===== config.mk =====
export PLATFORM = sky130hd
export DESIGN_NAME = mmio_region_decode_dispatch_top
export DESIGN_NICKNAME = d
export VERILOG_FILES = /design/src/rtl/mrdd_pkg.sv /design/src/rtl/mrdd_table.sv /design/src/rtl/mrdd_cmp.sv /design/src/rtl/mrdd_ctrl.sv /design/src/rtl/mmio_region_decode_dispatch_top.sv
export SDC_FILE = /design/constraint.sdc
export NUM_CORES = 2
export LEC_CHECK = 0
export BUFFER_PORTS_ARGS = -buffer_cell sky130_fd_sc_hd__buf_2
export CAP_MARGIN = 25
export CELL_PAD_IN_SITES_DETAIL_PLACEMENT = 1
export CELL_PAD_IN_SITES_GLOBAL_PLACEMENT = 1
export CORE_ASPECT_RATIO = 1.1
export CORE_MARGIN = 4
export CORE_UTILIZATION = 55
export CTS_BUF_LIST = sky130_fd_sc_hd__clkbuf_4 sky130_fd_sc_hd__clkbuf_8 sky130_fd_sc_hd__clkbuf_16
export DETAILED_ROUTE_END_ITERATION = 6
export HOLD_SLACK_MARGIN = 0.12
export PLACE_DENSITY_LB_ADDON = 0.12
export SLEW_MARGIN = 20
export SYNTH_ARGS = -nofsm -noshare
export SYNTH_HDL_FRONTEND = slang
export SYNTH_SLANG_ARGS = --single-unit

===== constraint.sdc =====
create_clock -name clk -period 31.7 [get_ports clk]
set_input_delay 4.755 -clock clk [delete_from_list [all_inputs] [get_ports clk]]
set_output_delay 4.755 -clock clk [all_outputs]
set_load 0.02 [all_outputs]

===== src/rtl/mrdd_pkg.sv =====
`timescale 1ns / 1ps
`default_nettype none

package mrdd_pkg;

    // Default number of table entries.
    localparam int MAX_REGIONS_DEF = 16;

    localparam int ADDR_W = 48;
    localparam int TAG_W  = 8;
    localparam int CNT_W  = 5;

    // The limit register comes out of reset allowing sixteen regions.
    localparam logic [CNT_W-1:0] LIMIT_RESET = 5'd16;

    typedef enum logic [0:0] {
        REQ_REGISTER = 1'b0,
        REQ_ACCESS   = 1'b1
    } req_kind_t;

    typedef enum logic [2:0] {
        OUT_REGISTERED = 3'd0,
        OUT_FULL       = 3'd1,
        OUT_ABORT      = 3'd2,
        OUT_FORWARD    = 3'd3,
        OUT_IGNORED    = 3'd4,
        OUT_EMU_WRITE  = 3'd5,
        OUT_EMU_READ   = 3'd6
    } outcome_t;

    typedef enum logic [1:0] {
        ST_IDLE,
        ST_EXEC,
        ST_SCAN,
        ST_DONE
    } state_t;

    typedef struct packed {
        req_kind_t         req_type;
        logic [ADDR_W-1:0] address;
        logic [ADDR_W-1:0] region_size;
        logic [TAG_W-1:0]  handler_tag;
        logic              syndrome_valid;
        logic              cache_maint;
        logic              is_write;
    } req_t;

    typedef struct packed {
        outcome_t          outcome;
        logic [TAG_W-1:0]  matched_tag;
        logic [CNT_W-1:0]  region_total;
    } rsp_t;

    // One region as it sits in the table memory.
    typedef struct packed {
        logic [ADDR_W-1:0] base;
        logic [ADDR_W-1:0] size;
        logic [TAG_W-1:0]  tag;
    } entry_t;

endpackage

`default_nettype wire


===== src/rtl/mrdd_table.sv =====
`timescale 1ns / 1ps
`default_nettype none

module mrdd_table #(
    parameter int MAX_REGIONS = mrdd_pkg::MAX_REGIONS_DEF
) (
    input  wire logic                                           clk,
    input  wire logic                                           wr_en,
    input  wire logic [((MAX_REGIONS > 1) ? $clog2(MAX_REGIONS) : 1)-1:0] wr_idx,
    input  wire mrdd_pkg::entry_t                               wr_data,
    input  wire logic                                           rd_en,
    input  wire logic [((MAX_REGIONS > 1) ? $clog2(MAX_REGIONS) : 1)-1:0] rd_idx,
    output mrdd_pkg::entry_t                                    rd_data
);
    import mrdd_pkg::*;

    entry_t mem [MAX_REGIONS];
    entry_t rd_data_reg;

    // Single write port, single registered read port.
    always_ff @(posedge clk)
    begin
        if (wr_en)
        begin
            mem[wr_idx] <= wr_data;
        end
    end

    always_ff @(posedge clk)
    begin
        if (rd_en)
        begin
            rd_data_reg <= mem[rd_idx];
        end
    end

    assign rd_data = rd_data_reg;

endmodule

`default_nettype wire


===== src/rtl/mrdd_cmp.sv =====
`timescale 1ns / 1ps
`default_nettype none

module mrdd_cmp (
    input  wire logic [mrdd_pkg::ADDR_W-1:0] addr,
    input  wire logic [mrdd_pkg::ADDR_W-1:0] base,
    input  wire logic [mrdd_pkg::ADDR_W-1:0] size,
    input  wire logic [mrdd_pkg::ADDR_W-1:0] best_base,
    input  wire logic                        hit,
    output logic                             take
);
    import mrdd_pkg::*;

    logic [ADDR_W:0] diff;
    logic            covered;
    logic            lower;

    // The borrow out of the subtraction tells whether the address is below
    // the base; the end of the region is never formed, so it cannot wrap.
    assign diff    = {1'b0, addr} - {1'b0, base};
    assign covered = !diff[ADDR_W] && (diff[ADDR_W-1:0] < size);
    assign lower   = base < best_base;

    // Strictly lower base replaces the current best, so the earlier entry
    // wins among equal bases.
    assign take = covered && (!hit || lower);

endmodule

`default_nettype wire


===== src/rtl/mrdd_ctrl.sv =====
`timescale 1ns / 1ps
`default_nettype none

module mrdd_ctrl #(
    parameter int MAX_REGIONS = mrdd_pkg::MAX_REGIONS_DEF
) (
    input  wire logic                                           clk,
    input  wire logic                                           rst_n,
    input  wire logic                                           req_valid,
    output logic                                                req_stall,
    input  wire mrdd_pkg::req_t                                 req,
    output logic                                                rsp_valid,
    input  wire logic                                           rsp_stall,
    output mrdd_pkg::rsp_t                                      rsp,
    input  wire logic [mrdd_pkg::CNT_W-1:0]                     limit,
    output logic                                                tbl_wr_en,
    output logic [((MAX_REGIONS > 1) ? $clog2(MAX_REGIONS) : 1)-1:0] tbl_wr_idx,
    output mrdd_pkg::entry_t                                    tbl_wr_data,
    output logic                                                tbl_rd_en,
    output logic [((MAX_REGIONS > 1) ? $clog2(MAX_REGIONS) : 1)-1:0] tbl_rd_idx,
    input  wire mrdd_pkg::entry_t                               tbl_rd_data,
    output logic [mrdd_pkg::ADDR_W-1:0]                         cmp_addr,
    output logic [mrdd_pkg::ADDR_W-1:0]                         cmp_best_base,
    output logic                                                cmp_hit,
    input  wire logic                                           cmp_take
);
    import mrdd_pkg::*;

    localparam int IW = (MAX_REGIONS > 1) ? $clog2(MAX_REGIONS) : 1;

    state_t            state_reg, state_next;
    req_t              item_reg, item_next;
    logic [CNT_W-1:0]  count_reg, count_next;
    logic [CNT_W-1:0]  scan_reg, scan_next;
    logic              last_reg, last_next;
    logic              hit_reg, hit_next;
    logic [ADDR_W-1:0] best_base_reg, best_base_next;
    logic [TAG_W-1:0]  best_tag_reg, best_tag_next;
    rsp_t              res_reg, res_next;
    logic              rsp_valid_reg, rsp_valid_next;
    rsp_t              rsp_reg, rsp_next;

    logic accept;
    logic out_free;
    logic room;
    logic decodable;
    logic any_hit;

    assign accept    = req_valid && (state_reg == ST_IDLE);
    assign out_free  = !rsp_valid_reg || !rsp_stall;
    assign room      = (count_reg < limit) && (int'(count_reg) < MAX_REGIONS);
    assign decodable = item_reg.syndrome_valid || item_reg.cache_maint;
    assign any_hit   = hit_reg || cmp_take;

    assign req_stall = (state_reg != ST_IDLE);
    assign rsp_valid = rsp_valid_reg;
    assign rsp       = rsp_reg;

    assign cmp_addr      = item_reg.address;
    assign cmp_best_base = best_base_reg;
    assign cmp_hit       = hit_reg;

    assign tbl_wr_idx  = IW'(count_reg);
    assign tbl_wr_data = '{base: item_reg.address, size: item_reg.region_size,
                           tag: item_reg.handler_tag};

    always_comb
    begin
        state_next = state_reg;
        unique case (state_reg)
            ST_IDLE:
            begin
                if (accept)
                begin
                    state_next = ST_EXEC;
                end
            end
            ST_EXEC:
            begin
                if ((item_reg.req_type == REQ_ACCESS) && decodable && (count_reg != '0))
                begin
                    state_next = ST_SCAN;
                end
                else
                begin
                    state_next = ST_DONE;
                end
            end
            ST_SCAN:
            begin
                if (last_reg)
                begin
                    state_next = ST_DONE;
                end
            end
            ST_DONE:
            begin
                if (out_free)
                begin
                    state_next = ST_IDLE;
                end
            end
            default:
            begin
                state_next = ST_IDLE;
            end
        endcase
    end

    always_comb
    begin
        item_next      = item_reg;
        count_next     = count_reg;
        scan_next      = scan_reg;
        last_next      = last_reg;
        hit_next       = hit_reg;
        best_base_next = best_base_reg;
        best_tag_next  = best_tag_reg;
        res_next       = res_reg;
        rsp_valid_next = rsp_valid_reg && rsp_stall;
        rsp_next       = rsp_reg;
        tbl_wr_en      = 1'b0;
        tbl_rd_en      = 1'b0;
        tbl_rd_idx     = IW'(scan_reg);

        unique case (state_reg)
            ST_IDLE:
            begin
                if (accept)
                begin
                    item_next = req;
                end
            end
            ST_EXEC:
            begin
                hit_next             = 1'b0;
                res_next.matched_tag = '0;
                res_next.region_total = count_reg;
                if (item_reg.req_type == REQ_REGISTER)
                begin
                    if (room)
                    begin
                        tbl_wr_en             = 1'b1;
                        count_next            = count_reg + 1'b1;
                        res_next.outcome      = OUT_REGISTERED;
                        res_next.region_total = count_reg + 1'b1;
                    end
                    else
                    begin
                        res_next.outcome = OUT_FULL;
                    end
                end
                else if (!decodable)
                begin
                    res_next.outcome = OUT_ABORT;
                end
                else if (count_reg == '0)
                begin
                    res_next.outcome = OUT_FORWARD;
                end
                else
                begin
                    // Start the walk at entry zero.
                    tbl_rd_en  = 1'b1;
                    tbl_rd_idx = '0;
                    scan_next  = CNT_W'(1);
                    last_next  = (count_reg == CNT_W'(1));
                end
            end
            ST_SCAN:
            begin
                // Read data holds the entry issued in the previous cycle.
                if (cmp_take)
                begin
                    hit_next       = 1'b1;
                    best_base_next = tbl_rd_data.base;
                    best_tag_next  = tbl_rd_data.tag;
                end
                if (last_reg)
                begin
                    res_next.matched_tag = '0;
                    if (!any_hit)
                    begin
                        res_next.outcome = OUT_FORWARD;
                    end
                    else if (item_reg.cache_maint)
                    begin
                        res_next.outcome = OUT_IGNORED;
                    end
                    else
                    begin
                        res_next.outcome     = item_reg.is_write ? OUT_EMU_WRITE
                                                                 : OUT_EMU_READ;
                        res_next.matched_tag = cmp_take ? tbl_rd_data.tag : best_tag_reg;
                    end
                end
                else
                begin
                    tbl_rd_en  = 1'b1;
                    tbl_rd_idx = IW'(scan_reg);
                    scan_next  = scan_reg + 1'b1;
                    last_next  = (CNT_W'(scan_reg + 1'b1) == count_reg);
                end
            end
            ST_DONE:
            begin
                if (out_free)
                begin
                    rsp_valid_next = 1'b1;
                    rsp_next       = res_reg;
                end
            end
            default:
            begin
                rsp_next = rsp_reg;
            end
        endcase
    end

    always_ff @(posedge clk or negedge rst_n)
    begin
        if (!rst_n)
        begin
            state_reg     <= ST_IDLE;
            count_reg     <= '0;
            rsp_valid_reg <= 1'b0;
        end
        else
        begin
            state_reg     <= state_next;
            count_reg     <= count_next;
            rsp_valid_reg <= rsp_valid_next;
        end
    end

    always_ff @(posedge clk)
    begin
        item_reg      <= item_next;
        scan_reg      <= scan_next;
        last_reg      <= last_next;
        hit_reg       <= hit_next;
        best_base_reg <= best_base_next;
        best_tag_reg  <= best_tag_next;
        res_reg       <= res_next;
        rsp_reg       <= rsp_next;
    end

`ifndef SYNTHESIS
    a_count_bound: assert property (@(posedge clk) disable iff (!rst_n)
        int'(count_reg) <= MAX_REGIONS)
        else $error("region count exceeds table depth");

    a_count_step: assert property (@(posedge clk) disable iff (!rst_n)
        (count_reg != $past(count_reg)) |->
            ($past(state_reg) == ST_EXEC) && (count_reg == $past(count_reg) + 1'b1))
        else $error("region count changed outside a registration");

    a_rsp_source: assert property (@(posedge clk) disable iff (!rst_n)
        $rose(rsp_valid_reg) |-> ($past(state_reg) == ST_DONE))
        else $error("result presented without a finished item");

    a_scan_range: assert property (@(posedge clk) disable iff (!rst_n)
        (state_reg == ST_SCAN) |-> (scan_reg <= count_reg) && (count_reg != '0))
        else $error("table walk beyond registered regions");

    a_write_kind: assert property (@(posedge clk) disable iff (!rst_n)
        tbl_wr_en |-> (state_reg == ST_EXEC) && (item_reg.req_type == REQ_REGISTER))
        else $error("table written by an access item");
`endif

endmodule

`default_nettype wire


===== src/rtl/mmio_region_decode_dispatch_top.sv =====
`timescale 1ns / 1ps
`default_nettype none

// Channel   Signals                       Direction  Contents
// req       req_valid, req_stall, req     in         one register or access request
// rsp       rsp_valid, rsp_stall, rsp     out        outcome, matched tag, region total
// cfg       cfg_we, cfg_data              in         region limit register, write only
//
// A register request or a request that decodes without a walk passes through
// the execute and done states; its result enters the output register as the
// block returns to idle, where the next item can be accepted. A lookup walks
// the region table one entry per cycle through the single read port and one
// shared comparator in the scan state before it reaches the done state.
// Reset clears the region count and sets the limit to 16; table contents stay
// undefined, but only entries below the count are ever read.
// The block takes one item at a time; a stall on rsp holds the result in the
// output register, and the next item finishes its work and then waits in its
// last state until that register is free.

module mmio_region_decode_dispatch_top #(
    parameter int MAX_REGIONS = mrdd_pkg::MAX_REGIONS_DEF
) (
    input  wire logic                       clk,
    input  wire logic                       rst_n,
    input  wire logic                       req_valid,
    output logic                            req_stall,
    input  wire mrdd_pkg::req_t             req,
    output logic                            rsp_valid,
    input  wire logic                       rsp_stall,
    output mrdd_pkg::rsp_t                  rsp,
    input  wire logic                       cfg_we,
    input  wire logic [mrdd_pkg::CNT_W-1:0] cfg_data
);
    import mrdd_pkg::*;

    localparam int IW = (MAX_REGIONS > 1) ? $clog2(MAX_REGIONS) : 1;

    // The limit register must only be written by the user while the block is idle,
    // so the sequencer can read it directly; the block itself does not enforce it.
    logic [CNT_W-1:0]  limit_reg;

    logic              tbl_wr_en;
    logic [IW-1:0]     tbl_wr_idx;
    entry_t            tbl_wr_data;
    logic              tbl_rd_en;
    logic [IW-1:0]     tbl_rd_idx;
    entry_t            tbl_rd_data;

    logic [ADDR_W-1:0] cmp_addr;
    logic [ADDR_W-1:0] cmp_best_base;
    logic              cmp_hit;
    logic              cmp_take;

    always_ff @(posedge clk or negedge rst_n)
    begin
        if (!rst_n)
        begin
            limit_reg <= LIMIT_RESET;
        end
        else if (cfg_we)
        begin
            limit_reg <= cfg_data;
        end
    end

    // Sequencer: owns the item, the region count and the output register.
    mrdd_ctrl #(
        .MAX_REGIONS (MAX_REGIONS)
    ) u_ctrl (
        .clk           (clk),
        .rst_n         (rst_n),
        .req_valid     (req_valid),
        .req_stall     (req_stall),
        .req           (req),
        .rsp_valid     (rsp_valid),
        .rsp_stall     (rsp_stall),
        .rsp           (rsp),
        .limit         (limit_reg),
        .tbl_wr_en     (tbl_wr_en),
        .tbl_wr_idx    (tbl_wr_idx),
        .tbl_wr_data   (tbl_wr_data),
        .tbl_rd_en     (tbl_rd_en),
        .tbl_rd_idx    (tbl_rd_idx),
        .tbl_rd_data   (tbl_rd_data),
        .cmp_addr      (cmp_addr),
        .cmp_best_base (cmp_best_base),
        .cmp_hit       (cmp_hit),
        .cmp_take      (cmp_take)
    );

    // Region table: base, size and tag in one word per entry.
    mrdd_table #(
        .MAX_REGIONS (MAX_REGIONS)
    ) u_table (
        .clk     (clk),
        .wr_en   (tbl_wr_en),
        .wr_idx  (tbl_wr_idx),
        .wr_data (tbl_wr_data),
        .rd_en   (tbl_rd_en),
        .rd_idx  (tbl_rd_idx),
        .rd_data (tbl_rd_data)
    );

    // Shared range comparator, used once per table entry during a walk.
    mrdd_cmp u_cmp (
        .addr      (cmp_addr),
        .base      (tbl_rd_data.base),
        .size      (tbl_rd_data.size),
        .best_base (cmp_best_base),
        .hit       (cmp_hit),
        .take      (cmp_take)
    );

endmodule

`default_nettype wire

==> summary.md <==
| Metric | Value |
|---|---|
| Drt total wl | `201,600 microns` |
| Yosys warns | `0` |
| Hold WS | `0.4308 ns` |
| DR DRC count | `0` |
| Initial DRC Count | `3,891` |
| Nature of the critical path startpoint | `register` |
| Post-synthesis simple-gate area fraction | `0.02812` |
| Top cell type's share of synthesized area | `0.7378` |
| Placed cell areas | `83,290 sq um` |
| Skew-Pair Late Insertion Delay | `0.82 ns` |
| Vias per cell | `6.318` |
| Grt total ovfl | `0` |
| H-tree depth | `4` |
| Worst Path Required | `32.13 ns` |
| Adder and majority gate portion of the synthesized area | `0.02458` |
| P per Cell Area | `90.84 nW/um^2` |
| Number of synthesized flops with an enable pin | `1,971` |
| Critical path fanouts, max | `48` |
| Yosys top cell by area | `edfxtp_1` |
| Quantity of gates resized following cts | `0` |
| Cell area after layout | `89,370 sq um` |
| Status | `complete, no violations` |
| Largest family of logic cells by synthesized area | `multiplexers` |
| Mux contribution to synthesized area | `0.1430` |
| Die W | `372.1 microns` |
| Max cap viols | `0` |
| Overall Power | `0.008119 W` |
| HP Class | `register to register` |
| RSZ-0062 raised after global routing | `no` |
| Slew HR | `0.2596` |
| Starting Density | `0.5552` |
| Static leakage | `30.51 nW` |
| Via count | `41,107` |
| Final TNS setup | `0 ns` |
| Layout cells sized above 1 | `0.2335` |
| Aggregate global-route resource usage | `0.2690` |
| Final Max Slew Viols | `0` |
| Worst Skew | `0.02955 ns` |
| Antenna violations before repair | `11` |
| P&R area growth vs syn | `11.41%` |
| Hold buffers post-CTS | `0` |
| Global-route wire length before repair | `296,000 microns` |
| Final Hold Fails | `0` |
| Seq/Total Area, Yosys | `0.7419` |
| Io pins | `136` |
| Syn nets | `4,513` |
| Ys async rst share | `0.006552` |
| Post-synth top flop | `edfxtp_1` |
| Tcrit/Tclk final | `0.2151` |
| Dpl hpwl | `106,000 microns` |
| Largest cells by area after synthesis | `edfxtp_1 74%, mux4_2 8.8%, mux2_2 2.9%` |
| Routed Antenna Nets | `0` |
| Number of global-route vias before repair | `44,265` |
| Final Util | `0.6185` |
| # setup viols final | `0` |
| Cells after Synth | `4,238` |
| CTS Root Cell | `clkbuf_16` |
| Synth Area in Compound Gates | `0.03770` |
| Max VDD drop | `0.07990 mV` |
| Die H | `408.6 microns` |
| Register bit total from synthesis | `1,984` |
| Mean Syn Cell Area | `18.93 sq um` |
| Largest register FFs | `1,664` |
| Synth cell types | `78` |
| Max clock buf depth | `3` |
| Worst-Margin Slew | `1.111 ns` |
| Post CTS Setup Buffer Count | `0` |
| Die area | `152,000 sq um` |
| Largest net degree at the start of global routing | `124` |
| Core Area | `144,500 sq um` |
| Cell area after synthesis | `80,220 sq um` |
| Total CTS buffers | `194` |
| Sink Count | `1,984` |
| Worst Setup Path Type | `register to register` |
| Routed WL per cell | `30.98 microns` |
| Xor/xnor cell area share of the yosys netlist | `0.006332` |
| Clk pin slew, worst setup/hold paths | `0.06 ns` |
| IO Port Bufs | `135` |
| FMAX | `146.7 MHz` |
| TritonCTS clock tree | `built` |
| Placer Congestion | `0.8207` |
| Final net count | `4,709` |
| CP Data Arrival Time | `7.25 ns` |
| Crit path time final | `6.819 ns` |
| Drt pass-1 iters | `5` |
| CP Capture Type | `register` |
| Row cnt | `146` |
cell usage after synthesis, drive strengths merged, types with 37 or more instances:
library cell and instances:
edfxtp 1971, mux4 312, o21ai 254, nand3 225, mux2 210, mux2i 208, inv 166, ha 156
clkbuf 131, a21oi 88, buf 71, nand2 66, a21o 61, nor2 58, nand4 37, xnor2 37
through the flow:
| stage | setup slack (ns) | cells |
|---|---|---|
| finish | 24.88 | 6506 |
| global route | 24.52 | 6505 |
| CTS | 24.89 | 6502 |
| detailed placement | 24.29 | 6161 |
| global placement | 24.35 | 6161 |
| floorplan | 21.73 | 4238 |
area by class of cell:
type	instances	area [sq um]
Sequential cell	1984	59510
Fill cell	12165	55120
Multi-Input combinational cell	1885	19410
Clock buffer	247	5340
Tap cell	1924	2407
Timing Repair Buffer	202	1354
Clock inverter	94	711.9
Inverter	167	626.9
Antenna cell	3	7.507
logic make-up after synthesis:
logic type      count (synthesis)
buf+inv                       369
xor+xnor                       58
simple gates                  447
mux                           730
compound gates                493
fa+ha+maj                     157
flops                        1984
per-layer routing:
metal  GRT usage  vias to the layer above  share of wire
met5           0                        -        0.00013
li1            -                    17406              -
met1      0.3677                    21881           0.41
met4     0.07701                        4          0.026
met3     0.04639                      343          0.060
met2      0.4504                     1473           0.51
power by group:
group,switching [W],internal [W]
clock,0.000957,0.00125
combinational,0.00144,0.00104
sequential,0.000181,0.00325
total,0.00258,0.00554
worst paths after layout:
check	cells past startpoint	end	slack, ns	startpoint
worst min register to register	0	u_ctrl.rsp[14]$_DFFE_PP_	0.43	u_ctrl.res_reg[14]$_DFFE_PP_
worst max register to register	25	u_ctrl.cmp_best_base[6]$_DFFE_PP_	24.88	u_ctrl.cmp_addr[0]$_DFFE_PP_
max in group asynchronous	1	limit_reg[4]$_DFFE_PN1P_	27.59	rst_n
worst min-delay path	0	u_ctrl.rsp[14]$_DFFE_PP_	0.43	u_ctrl.res_reg[14]$_DFFE_PP_
min in group asynchronous	1	u_ctrl.rsp_valid$_DFF_PN0_	3.82	rst_n
worst max-delay path	25	u_ctrl.cmp_best_base[6]$_DFFE_PP_	24.88	u_ctrl.cmp_addr[0]$_DFFE_PP_
worst max-delay path, stage by stage (launching register included):
cell      delay (ns)
edfxtp_1        0.66
inv_1           0.11
ha_1            0.22
inv_1           0.08
fa_1            0.20
a21o_1          0.15
a21oi_2         0.07
o21bai_1        0.17
a21oi_2         0.15
o31a_1          0.29
o311ai_1        0.62
o22ai_1         0.32
o31ai_2         0.39
a31oi_1         0.16
xnor2_1         0.16
ha_1            0.30
a21o_1          0.16
a21oi_1         0.16
o21ai_1         0.10
a21o_1          0.19
a21oi_1         0.18
nand4b_1        0.14
nand2_1         0.41
nand3_1         0.23
nor2_4          0.13
buf_4           0.58
cell usage in the layout (no fill, tap or decap), drive strengths merged, types with 61 or more instances in the layout:
| master | synthesis | final |
|---|---|---|
| inv | 166 | 171 |
| mux2 | 210 | 210 |
| ha | 156 | 156 |
| buf | 71 | 202 |
| nand3 | 225 | 225 |
| clkbuf | 131 | 247 |
| a21o | 61 | 61 |
| nand2 | 66 | 66 |
| mux2i | 208 | 208 |
| clkinv | 1 | 81 |
| o21ai | 254 | 254 |
| mux4 | 312 | 312 |
| edfxtp | 1971 | 1971 |
| a21oi | 88 | 88 |
Power figures use the tool's default switching activity.
